--- config.mk ---
export PLATFORM = sky130hd
export DESIGN_NAME = event_deadline_scheduler
export DESIGN_NICKNAME = d
export VERILOG_FILES = /design/src/rtl/eds_pkg.sv /design/src/rtl/event_deadline_scheduler.sv
export SDC_FILE = /design/constraint.sdc
export NUM_CORES = 2
export LEC_CHECK = 0
export BUFFER_PORTS_ARGS = -buffer_cell sky130_fd_sc_hd__buf_2
export CELL_PAD_IN_SITES_DETAIL_PLACEMENT = 0
export CELL_PAD_IN_SITES_GLOBAL_PLACEMENT = 1
export CORE_MARGIN = 1
export CORE_UTILIZATION = 58
export CTS_CLUSTER_SIZE = 16
export DETAILED_ROUTE_END_ITERATION = 12
export PLACE_DENSITY = 0.91
export SYNTH_ARGS = -nofsm -noshare
export SYNTH_HDL_FRONTEND = slang
export SYNTH_SLANG_ARGS = --single-unit
--- constraint.sdc ---
create_clock -name clk -period 22.2 [get_ports clk]
set_input_delay 1.11 -clock clk [delete_from_list [all_inputs] [get_ports clk]]
set_output_delay 1.11 -clock clk [all_outputs]
set_load 0.005 [all_outputs]
--- src/rtl/eds_pkg.sv ---
package eds_pkg;

    localparam int NUM_SLOTS  = 16;
    localparam int TIME_WIDTH = 32;

    typedef enum logic [2:0] {
        ACT_SCHED_REL  = 3'd0,
        ACT_SCHED_ABS  = 3'd1,
        ACT_REMOVE     = 3'd2,
        ACT_REMOVE_GRP = 3'd3,
        ACT_SET_SPEED  = 3'd4,
        ACT_ADVANCE    = 3'd5,
        ACT_POP        = 3'd6,
        ACT_TURNAROUND = 3'd7
    } action_t;

    localparam logic [0:0] REG_FRAME_LENGTH = 1'd0;
    localparam logic [0:0] REG_LAST_SCALED  = 1'd1;

    localparam logic [15:0] FRAME_RESET = 16'd17556;
    localparam logic [3:0]  GROUP_RESET = 4'd3;

    typedef enum logic [4:0] {
        ST_IDLE  = 5'b00001,
        ST_READ  = 5'b00010,
        ST_SCAN  = 5'b00100,
        ST_DRAIN = 5'b01000,
        ST_OUT   = 5'b10000
    } state_t;

endpackage

--- src/rtl/event_deadline_scheduler.sv ---
// Channel   | Dir | Beat contents (low bit first)
// s_axis    | in  | tdata: action[2:0] event_slot[6:3] cycle_value[38:7] speed_flag[39]
// m_axis    | out | tdata: popped_valid, popped_slot, popped_time, next_valid, next_slot,
//           |     |        next_time, missed_count, refused (88 bits)
// cfg       | in  | cfg_we, cfg_index (0 frame_length, 1 last_scaled_slot), cfg_data
//
// A beat first does flag/time updates (ST_READ), then a read-modify-write sweep of the
// deadline memory (one slot per cycle, registered read) that also searches for the
// earliest deadline, then ST_DRAIN and an output load (ST_OUT). A pop sweeps twice
// when the first sweep finds a winner (search, then search without the winner).
// Valid and count-written bits are flip-flops cleared by rst_n, so a count never
// written reads as zero. A result waits in the output register until taken, and no
// new beat is accepted while it waits.
module event_deadline_scheduler
    import eds_pkg::*;
(
    input  logic         clk,
    input  logic         rst_n,
    input  logic         s_axis_tvalid,
    output logic         s_axis_tready,
    input  logic [39:0]  s_axis_tdata,   // action, event_slot, cycle_value, speed_flag
    output logic         m_axis_tvalid,
    input  logic         m_axis_tready,
    output logic [87:0]  m_axis_tdata,   // popped_valid..refused, see table above
    input  logic         cfg_we,
    input  logic         cfg_index,
    input  logic [15:0]  cfg_data
);
    localparam int SW = (NUM_SLOTS > 1) ? $clog2(NUM_SLOTS) : 1;
    localparam int CW = SW + 1;
    localparam int TW = TIME_WIDTH;

    logic [TW-1:0] dl_mem [NUM_SLOTS];
    logic [TW-1:0] rc_mem [NUM_SLOTS];
    logic [TW-1:0] dl_rd, rc_rd;

    logic [NUM_SLOTS-1:0] valid_reg, valid_next;
    logic [NUM_SLOTS-1:0] rc_set_reg, rc_set_next;  // kept count written at least once
    logic [TW-1:0] now_reg, now_next;
    logic dbl_reg, dbl_next;
    logic [15:0] frame_reg;
    logic [3:0]  group_reg;
    state_t state_reg, state_next;

    action_t act_reg;
    logic [3:0] slot_reg;
    logic [TW-1:0] val_reg;
    logic flag_reg;

    logic [CW-1:0] idx_reg, idx_next;     // read address counter
    logic [SW-1:0] prc_reg, prc_next;     // slot whose data arrives now
    logic prc_vld_reg, prc_vld_next;

    logic best_vld_reg, best_vld_next;
    logic [SW-1:0] best_slot_reg, best_slot_next;
    logic [TW-1:0] best_time_reg, best_time_next;
    logic pop_phase_reg, pop_phase_next;  // pop: first pass searches only
    logic pv_reg, pv_next;
    logic [SW-1:0] ps_reg, ps_next;
    logic [TW-1:0] pt_reg, pt_next;
    logic [4:0] missed_reg, missed_next;
    logic refused_reg, refused_next;
    logic [87:0] out_reg, out_next;
    logic out_vld_reg, out_vld_next;

    logic wr_en;
    logic [SW-1:0] wr_addr;
    logic [TW-1:0] wr_dl, wr_rc;
    logic wr_rc_en;

    logic [SW-1:0] rd_addr;
    logic [3:0] top;
    logic [TW-1:0] frame;
    logic in_range;

    assign rd_addr = idx_reg[SW-1:0];
    assign in_range = ({1'b0, slot_reg} < 5'(NUM_SLOTS));
    assign top = (32'(group_reg) >= NUM_SLOTS) ? 4'(NUM_SLOTS - 1) : group_reg;
    assign frame = dbl_reg ? TW'({frame_reg, 1'b0}) : TW'(frame_reg);

    always_ff @(posedge clk)
    begin
        if (wr_en)
        begin
            dl_mem[wr_addr] <= wr_dl;
            if (wr_rc_en)
                rc_mem[wr_addr] <= wr_rc;
        end
        dl_rd <= dl_mem[rd_addr];
        rc_rd <= rc_mem[rd_addr];
    end

    assign s_axis_tready = (state_reg == ST_IDLE) && !out_vld_reg;
    assign m_axis_tvalid = out_vld_reg;
    assign m_axis_tdata  = out_reg;

    always_comb
    begin
        logic [TW-1:0] d;
        logic [TW-1:0] span;
        logic [TW-1:0] rc;
        logic is_tgt, low, v;
        state_next = state_reg;
        valid_next = valid_reg;
        rc_set_next = rc_set_reg;
        now_next = now_reg;
        dbl_next = dbl_reg;
        idx_next = idx_reg;
        prc_next = prc_reg;
        prc_vld_next = 1'b0;
        best_vld_next = best_vld_reg;
        best_slot_next = best_slot_reg;
        best_time_next = best_time_reg;
        pop_phase_next = pop_phase_reg;
        pv_next = pv_reg;
        ps_next = ps_reg;
        pt_next = pt_reg;
        missed_next = missed_reg;
        refused_next = refused_reg;
        out_next = out_reg;
        out_vld_next = out_vld_reg;
        wr_en = 1'b0;
        wr_rc_en = 1'b0;
        wr_addr = prc_reg;
        wr_dl = dl_rd;
        wr_rc = val_reg;
        d = dl_rd;
        span = '0;
        rc = '0;
        is_tgt = 1'b0;
        low = 1'b0;
        v = 1'b0;

        if (out_vld_reg && m_axis_tready)
            out_vld_next = 1'b0;

        case (state_reg)
            ST_IDLE:
            begin
                idx_next = '0;
                best_vld_next = 1'b0;
                pop_phase_next = 1'b0;
                pv_next = 1'b0;
                ps_next = '0;
                pt_next = '0;
                missed_next = '0;
                refused_next = 1'b0;
                if (s_axis_tvalid && s_axis_tready)
                    state_next = ST_READ;
            end
            ST_READ:
            begin
                // Pre-sweep actions that touch only flags or time.
                case (act_reg)
                    ACT_SCHED_REL, ACT_SCHED_ABS:
                        if (in_range && valid_reg[slot_reg[SW-1:0]])
                            refused_next = 1'b1;
                    ACT_REMOVE:
                        if (in_range)
                            valid_next[slot_reg[SW-1:0]] = 1'b0;
                    ACT_REMOVE_GRP:
                        for (int i = 0; i < NUM_SLOTS; i++)
                            if (4'(i) <= top)
                                valid_next[i] = 1'b0;
                    ACT_ADVANCE:
                        now_next = now_reg + val_reg;
                    ACT_TURNAROUND:
                        now_next = now_reg - frame;
                    default: ;
                endcase
                state_next = ST_SCAN;
            end
            ST_SCAN, ST_DRAIN:
            begin
                if (state_reg == ST_SCAN)
                begin
                    prc_next = rd_addr;
                    prc_vld_next = 1'b1;
                    idx_next = idx_reg + CW'(1);
                    if (idx_reg == CW'(NUM_SLOTS - 1))
                        state_next = ST_DRAIN;
                end
                if (prc_vld_reg)
                begin
                    v = valid_reg[prc_reg];
                    low = (4'(prc_reg) <= top);
                    rc = rc_set_reg[prc_reg] ? rc_rd : '0;
                    is_tgt = in_range && (slot_reg[SW-1:0] == prc_reg)
                             && (32'(slot_reg) < NUM_SLOTS);
                    if (!pop_phase_reg || act_reg != ACT_POP)
                    begin
                        case (act_reg)
                            ACT_SCHED_REL, ACT_SCHED_ABS:
                                if (is_tgt && !refused_reg)
                                begin
                                    if (act_reg == ACT_SCHED_REL)
                                    begin
                                        span = (dbl_reg && low) ? (val_reg << 1) : val_reg;
                                        d = now_reg + span;
                                        wr_rc_en = 1'b1;
                                        rc_set_next[prc_reg] = 1'b1;
                                    end
                                    else
                                        d = val_reg;
                                    wr_en = 1'b1;
                                    v = 1'b1;
                                    valid_next[prc_reg] = 1'b1;
                                end
                            ACT_SET_SPEED:
                                if (v && low)
                                begin
                                    d = flag_reg ? dl_rd + rc : dl_rd - rc;
                                    wr_en = 1'b1;
                                end
                            ACT_TURNAROUND:
                                if (v)
                                begin
                                    if (dl_rd > frame)
                                    begin
                                        d = dl_rd - frame;
                                        wr_en = 1'b1;
                                    end
                                    else if (missed_reg != 5'd31)
                                        missed_next = missed_reg + 5'd1;
                                end
                            default: ;
                        endcase
                    end
                    else if (pv_reg && prc_reg == ps_reg)
                        v = 1'b0;
                    wr_dl = d;
                    if (v && (!best_vld_next || d < best_time_next))
                    begin
                        best_vld_next = 1'b1;
                        best_slot_next = prc_reg;
                        best_time_next = d;
                    end
                end
                if (state_reg == ST_DRAIN)
                begin
                    if (act_reg == ACT_POP && !pop_phase_reg && best_vld_next)
                    begin
                        // Remove the winner and search again.
                        pv_next = 1'b1;
                        ps_next = best_slot_next;
                        pt_next = best_time_next;
                        valid_next[best_slot_next] = 1'b0;
                        pop_phase_next = 1'b1;
                        best_vld_next = 1'b0;
                        idx_next = '0;
                        state_next = ST_SCAN;
                    end
                    else
                        state_next = ST_OUT;
                end
            end
            ST_OUT:
            begin
                out_next = {8'd0, refused_reg, missed_reg,
                            32'(best_vld_reg ? best_time_reg : '0),
                            4'(best_vld_reg ? best_slot_reg : '0), best_vld_reg,
                            32'(pt_reg), 4'(ps_reg), pv_reg};
                out_vld_next = 1'b1;
                if (act_reg == ACT_SET_SPEED)
                    dbl_next = flag_reg;
                state_next = ST_IDLE;
            end
            default: state_next = ST_IDLE;
        endcase
    end

    always_ff @(posedge clk or negedge rst_n)
    begin
        if (!rst_n)
        begin
            state_reg <= ST_IDLE;
            valid_reg <= '0;
            rc_set_reg <= '0;
            now_reg <= '0;
            dbl_reg <= 1'b0;
            frame_reg <= FRAME_RESET;
            group_reg <= GROUP_RESET;
            out_vld_reg <= 1'b0;
            prc_vld_reg <= 1'b0;
        end
        else
        begin
            state_reg <= state_next;
            valid_reg <= valid_next;
            rc_set_reg <= rc_set_next;
            now_reg <= now_next;
            dbl_reg <= dbl_next;
            out_vld_reg <= out_vld_next;
            prc_vld_reg <= prc_vld_next;
            if (cfg_we)
            begin
                if (cfg_index == REG_FRAME_LENGTH)
                    frame_reg <= cfg_data;
                else
                    group_reg <= cfg_data[3:0];
            end
        end
    end

    always_ff @(posedge clk)
    begin
        if (s_axis_tvalid && s_axis_tready)
        begin
            act_reg <= action_t'(s_axis_tdata[2:0]);
            slot_reg <= s_axis_tdata[6:3];
            val_reg <= TW'(s_axis_tdata[38:7]);
            flag_reg <= s_axis_tdata[39];
        end
        idx_reg <= idx_next;
        prc_reg <= prc_next;
        best_vld_reg <= best_vld_next;
        best_slot_reg <= best_slot_next;
        best_time_reg <= best_time_next;
        pop_phase_reg <= pop_phase_next;
        pv_reg <= pv_next;
        ps_reg <= ps_next;
        pt_reg <= pt_next;
        missed_reg <= missed_next;
        refused_reg <= refused_next;
        out_reg <= out_next;
    end

endmodule
# Word-level counts from Yosys, hierarchy flattened
# Memories as Yosys holds them, arrays and structs flattened. A register that Yosys moved wholly into a read port is not among the register bits.
# Cells that the tools add are included.
[totals]
register_bits = 301
latch_bits = 0
mem_bits_rw = 1024
rom_bits = 0
input_bits = 62
output_inout_bits = 90
word_cells = 304
memories = 2
[mem_list]
columns = ["memory", "depth", "word_bits", "read_ports", "rd_ports_with_merged_regs", "wr", "line", "text"]
rows = [
  ["dl_mem", 16, 32, 1, 1, 1, "event_deadline_scheduler.sv:33", "logic [TW-1:0] dl_mem [NUM_SLOTS];"],
  ["rc_mem", 16, 32, 1, 1, 1, "event_deadline_scheduler.sv:34", "logic [TW-1:0] rc_mem [NUM_SLOTS];"],
]
[op_classes]
addsub = 8
n_mul = 0
div = 0
n_lt_le_gt_ge = 25
n_eq_ne = 47
n_shift = 0
mux = 122
bitwise = 7
n_reduce_logical = 53
[ops]
columns = ["op", "n"]
rows = [
  ["$mux W32", 17],
  ["$pmux W32 S2", 2],
  ["$mux W16", 7],
  ["$add A32 B32 Y32", 3],
  ["$pmux W32 S3", 1],
  ["$mux W5", 14],
  ["$pmux W16 S2", 2],
  ["$sub A32 B17 Y32", 2],
  ["$mux W1", 59],
  ["$ne A3 B3 Y1 const B", 19],
  ["$reduce_and A3 Y1", 19],
  ["$and A16 B16 Y16", 2],
  ["$gt A32 B17 Y1", 1],
  ["$le A4 B4 Y1 const A", 8],
  ["$lt A32 B32 Y1", 1],
  ["$not A16 Y16", 2],
  ["$or A16 B16 Y16", 2],
  ["$sub A32 B32 Y32", 1],
  ["$mux W4", 5],
  ["$pmux W5 S2", 2],
  ["$ne A2 B2 Y1 const B", 9],
  ["$mux W17", 1],
  ["$le A3 B4 Y1 const A", 4],
  ["$lt A4 B5 Y1 const B", 3],
  ["other kinds (33)", 76],
]

# Depth between registers and ports, before layout
[logic_depth]
word_depth = 25
ltp_mapped = 38
ltp_nobuf = 33

# Worst setup path after synthesis
# No wires, ideal clock.
[synth_path]
path_kind = "register -> register"
start = "reg prc_reg[0]"
end = "reg ps_reg[3] (data pin)"
setup_ns = 0.261
arrival_time_ns = 7.932
required_ns = 21.939
path_slack_ns = 14.008
path_stages_with_launch = 37
path_buffers = 5
synth_period_minus_slack_ns = 8.192
path_cell_list = "edfxtp_1 > buf_2 > mux4_2 > mux2_2 > o21a_1 > clkbuf_1 > buf_1 > nand2_1 > ha_1 > o21ai_0 > a21oi_1 > nor2_1 > nor3_1 > a311oi_1 > ha_1 > a21o_1 > a21o_1 > a211o_1 > a211o_1 > a221o_1 > a31o_2 > a31oi_1 > mux2_2 > mux2_2 > a21oi_1 > ha_1 > o21ai_0 > nor4_1 > a32oi_1 > o311ai_0 > a21oi_1 > o21ai_0 > a31oi_2 > buf_6 > buf_6 > mux2_1 > and2_1"
[synth_between]
elab_chain_len = 19
elab_cells_between_ends = 40
classes_between = "add/sub (3); order compare (2); eq/ne (2); mux (27); reduce/logical (6)"
[synth_rtl]
columns = ["item", "line", "text"]
rows = [
  ["start: declaration", "event_deadline_scheduler.sv:51", "logic [SW-1:0] prc_reg, prc_next;"],
  ["start signal: assignment", "event_deadline_scheduler.sv:315", "prc_reg <= prc_next;"],
  ["$bmux W1 S4 / $le A4 B4 Y1 (equally long branches)", "event_deadline_scheduler.sv:187, event_deadline_scheduler.sv:186", ""],
  ["$mux W1 (implied by the code) / $logic_and A1 B1 Y1 (equally long branches)", "event_deadline_scheduler.sv:187, event_deadline_scheduler.sv:198", ""],
  ["$mux W32, on equally long branches", "event_deadline_scheduler.sv:187, event_deadline_scheduler.sv:198", ""],
  ["$sub A32 B32 Y32 (tied with other cells)", "event_deadline_scheduler.sv:212", "d = flag_reg ? dl_rd + rc : dl_rd - rc;"],
  ["$mux W32, on equally long branches", "event_deadline_scheduler.sv:212, event_deadline_scheduler.sv:196", ""],
  ["$mux W32, on equally long branches", "event_deadline_scheduler.sv:210, event_deadline_scheduler.sv:194", ""],
  ["$pmux W32 S3", "event_deadline_scheduler.sv:192", "case (act_reg)"],
  ["$mux W32", "event_deadline_scheduler.sv:190", "if (!pop_phase_reg || act_reg != ACT_POP)"],
  ["(+3 left out)", "--", ""],
  ["$logic_or A1 B1 Y1", "event_deadline_scheduler.sv:232", "if (v && (!best_vld_next || d < best_time_next))"],
  ["$logic_and A1 B1 Y1 (*)", "event_deadline_scheduler.sv:232", ""],
  ["$mux W4 (*)", "event_deadline_scheduler.sv:232", ""],
  ["$mux W4 (*)", "event_deadline_scheduler.sv:183", "if (prc_vld_reg)"],
  ["$mux W4 (*)", "event_deadline_scheduler.sv:137", "case (state_reg)"],
  ["$mux W4 (*)", "event_deadline_scheduler.sv:241", "if (act_reg == ACT_POP && !pop_phase_reg && best_vld_next)"],
  ["$mux W4 (*)", "event_deadline_scheduler.sv:239", "if (state_reg == ST_DRAIN)"],
  ["$pmux W4 S2 (*)", "event_deadline_scheduler.sv:137", ""],
  ["end signal: assignment", "event_deadline_scheduler.sv:321", "ps_reg <= ps_next;"],
  ["end: declaration", "event_deadline_scheduler.sv:59", "logic [SW-1:0] ps_reg, ps_next;"],
]
# Every way passes the cells marked *; elsewhere a longest branch is shown, timed or not. The select of a mux whose other input is x is not followed.
# A chain may end at the register's enable or synchronous reset.

# Worst setup path after layout
[layout_path]
start = "reg prc_reg[0]"
end = "reg valid_reg[9]"
[layout_between]
elab_chain_len = 25
elab_cells_between_ends = 62
classes_between = "add/sub (3); order compare (6); eq/ne (2); mux (39); bitwise (3); reduce/logical (9)"
[layout_rtl]
columns = ["item", "line", "text"]
rows = [
  ["$bmux W1 S4 / $le A4 B4 Y1 (equally long branches)", "event_deadline_scheduler.sv:187, event_deadline_scheduler.sv:186", ""],
  ["$mux W1 (implied by the code) / $logic_and A1 B1 Y1 (equally long branches)", "event_deadline_scheduler.sv:187, event_deadline_scheduler.sv:198", ""],
  ["$mux W32, on equally long branches", "event_deadline_scheduler.sv:187, event_deadline_scheduler.sv:198", ""],
  ["$sub A32 B32 Y32 (tied with other cells)", "event_deadline_scheduler.sv:212", ""],
  ["$mux W32, on equally long branches", "event_deadline_scheduler.sv:212, event_deadline_scheduler.sv:196", ""],
  ["$mux W32, on equally long branches", "event_deadline_scheduler.sv:210, event_deadline_scheduler.sv:194", ""],
  ["$pmux W32 S3", "event_deadline_scheduler.sv:192", ""],
  ["$mux W32", "event_deadline_scheduler.sv:190", ""],
  ["(+9 left out)", "--", ""],
  ["$logic_and A1 B1 Y1 (implied by the code)", "event_deadline_scheduler.sv:247", "valid_next[best_slot_next] = 1'b0;"],
  ["$mux W1 (implied by the code)", "event_deadline_scheduler.sv:247", ""],
  ["$demux W1 S4", "event_deadline_scheduler.sv:247", ""],
  ["$not A16 Y16 (no line)", "--", ""],
  ["$and A16 B16 Y16 (no line)", "--", ""],
  ["$mux W16", "event_deadline_scheduler.sv:241", ""],
  ["$mux W16 (*)", "event_deadline_scheduler.sv:239", ""],
  ["$pmux W16 S2 (*)", "event_deadline_scheduler.sv:137", ""],
  ["end signal: assignment", "event_deadline_scheduler.sv:289", "valid_reg <= valid_next;"],
  ["end: declaration", "event_deadline_scheduler.sv:37", "logic [NUM_SLOTS-1:0] valid_reg, valid_next;"],
]
# Marked as above.

==> impl_metrics.ini <==
[floorplan]
num_rows = 120
coreArea_um2 = 107000
initial_core_util_pct = 58.4
die_w_um = 330
ios = 152
die_h_um = 330
fp.dieArea_um2 = 109000

[logic_synthesis]
synth_edf_count = 1233
yosys-top-cells-area = edfxtp_1 59%, mux4_2 12%, dfrtp_1 3.4%, ha_1 3.1%, dfxtp_1 2.1%
muxShareOfSynthArea_pct = 13.8
synthSimpleGateAreaFrac_pct = 6.79
yosysUniqueCellTypes = 94
syn_area_um2 = 62500
synth_seq_cells = 1389
yosysSeqAreaShare_pct = 65.0
synth-main-ff-cell = edfxtp_1
synth_cells = 3999
synthXorXnorAreaFrac_pct = 1.81
synth_top_area_cell = edfxtp_1
synth_fa_ha_area_share_pct = 3.19
synth-async-reset-ratio_pct = 6.62
synth_compound_area_share_pct = 7.48
yosysWarningCount = 0
synth_top_family_by_area = multiplexers
avgSynthCellArea_um2 = 15.6
synth_top_area_share_pct = 59.3

[routing]
viasPerCell = 6.85
drc_errors = 0
drt_iter0_drc = 5777
firstDrtPassIters = 6
routedWlPerCell_um = 32.1
postRouteAntennaNets = 0
num_vias = 39535
drt_wl_total_mm = 185

[worst_setup_path]
reg2reg_depth = 35
cp.arrival_ns = 10.19
crit_fanout = 40
crit_type = reg2reg
worst-path-buf-inv = 3
crit_cells = 35
startpoint_type = register
cpLargestDelayFamily = compound AO/OA/AOI/OAI gates
max_stage_delay_ns = 0.53
slowest_stage = mux4_2
required_ns = 22.82
end_kind = register

[global_route]
grt_pass1_vias = 38729
grt_start_max_net_pins = 126
grt-ovfl-total = 0
grt_first_pass_wirelength_mm = 266
grt_usage_pct = 34.3
antenna_found_initial = 16

[cts]
cts-resized-gates = 0
clk_pin_slew_worst_paths_ns = 0.08
postCtsSetupRepairBufs = 0
cts.sinks = 1389
cts_tree = built
clock_path_buffers = 3
cts_buffers = 139
cts_root_buf = clkbuf_16
cts_htree_levels = 4
clock_latency_ns = 0.78
hold_buffers = 0

[sta]
fmax_mhz = 105
setup_viol = 0
fin_tns_setup_ns = 0
slew_viol_final = 0
worst_pin_slew_ns = 1.49
grt_setup_unrepaired = no
period_minus_slack_ns = 9.57
finalClockSkew_ns = 0.0382
hold_viol = 0
whs_ns = 0.272
max-slew-margin-rel_pct = 0.563
worst_slack_ns = 12.63
final.period_utilization_pct = 43.1

[final_layout]
nNetsFinal = 4463
layout-drive-gt1-share_pct = 22.5
fillCellCount = 7097
area_delta_synth_final_pct = 12.3

[placed_design]
port_buffers = 143
gpl.final_weighted_congestion = 1.01
dp.final_hpwl_mm = 110
place_ws_ns = 12.83

[power]
powerDensity_nw_per_um2 = 130
leakage_uw = 0.0241
fin_total_pwr_uw = 9130
max-vdd-ir-drop_mv = 0.111

[outcome]
outcome = complete, no violations

[min_path]
hold_path_class = in2async

[job]
drv_cap = 0
==> path summary, 6_finish.rpt <==
path,start,end,slack [ns]
max,prc_reg[0],valid_reg[9],12.63
min reg2reg,pt_reg[24],m_axis_tdata[29],0.42
min,rst_n,now_reg[31],0.27
max reg2reg,prc_reg[0],valid_reg[9],12.63
max in group asynchronous,rst_n,state_reg[4],20.64
min in group clk,pt_reg[24],m_axis_tdata[29],0.42
==> metrics by stage <==
stage          utilization (%)  cells  area [um^2]
4_1_cts                   65.6   5765        70100
3_3_place_gp              61.3   5506        65500
6_report                  65.6   5768        70200
2_1_floorplan                -   4006        62500
3_5_place_dp              61.3   5506        65500
5_1_grt                   65.6   5765        70100
==> synth_stat cells, types with 35 or more instances <==
master,count
edfxtp_1,1233
mux4_2,333
nand2_1,252
nor2_1,248
a21oi_1,174
o21ai_0,166
ha_1,153
clkbuf_1,129
inv_1,103
xnor2_1,91
dfrtp_1,84
nor3_1,77
dfxtp_1,64
mux2_2,58
a21o_1,52
and2_1,52
nand3_1,42
a31oi_1,38
xor2_1,38
buf_1,35
==> routing by layer <==
layer  vias to the layer above  global-route usage (%)  share of wire [%]
met3                       593                    7.44                 11
met4                         6                    18.2                6.0
met1                     19682                    46.6                 37
met5                         -                       0              0.022
li1                      16339                       -                  -
met2                      2915                    52.4                 46
==> layout make-up <==
cell class / instances / area, um^2 / share of cell area, %
clock buffer: 188 / 3860 / 5.51
clock inverter: 71 / 764 / 1.09
multi-input combinational: 2327 / 21000 / 29.9
inverter: 106 / 398 / 0.567
timing repair buffer: 281 / 1790 / 2.55
sequential: 1389 / 40600 / 57.9
tap: 1403 / 1760 / 2.50
antenna: 3 / 7.51 / 0.0107
==> worst register-to-register path: cells and delay by family (launching register included) <==
family | cells | cell delay (ns)
multiplexers | 4 | 1.54
buffers and inverters | 3 | 0.81
AND/OR/NAND/NOR | 7 | 1.77
adder cells (fa/ha/maj) | 3 | 0.97
flip-flops | 1 | 0.32
AO/OA/AOI/OAI | 18 | 4.00
==> cells in the final DEF (no fill, tap or decap), drive strengths merged, types with 79 or more instances in the layout <==
cell type / count
edfxtp: 1233
mux4: 333
buf: 281
nand2: 252
nor2: 248
clkbuf: 188
a21oi: 176
o21ai: 176
ha: 153
inv: 106
xnor2: 91
dfrtp: 84
nor3: 79
==> report_power, final <==
part	switching (uW)	internal [uW]
Combinational	1960	1270
Sequential	268	3260
Clock	1040	1330
Total	3270	5860
==> cell families (layout without fill, tap and decap cells) <==
family                     count (synthesis)  after routing
DFF                                     1389           1389
and+or+nand+nor                          888            888
AOI/OAI and AO/OA                        709            709
muxes                                    436            436
buffers and inverters                    290            646
adders and majority gates                157            157
xor gates and xnor gates                 129            129
other                                      1             11
Power figures use the tool's default switching activity.
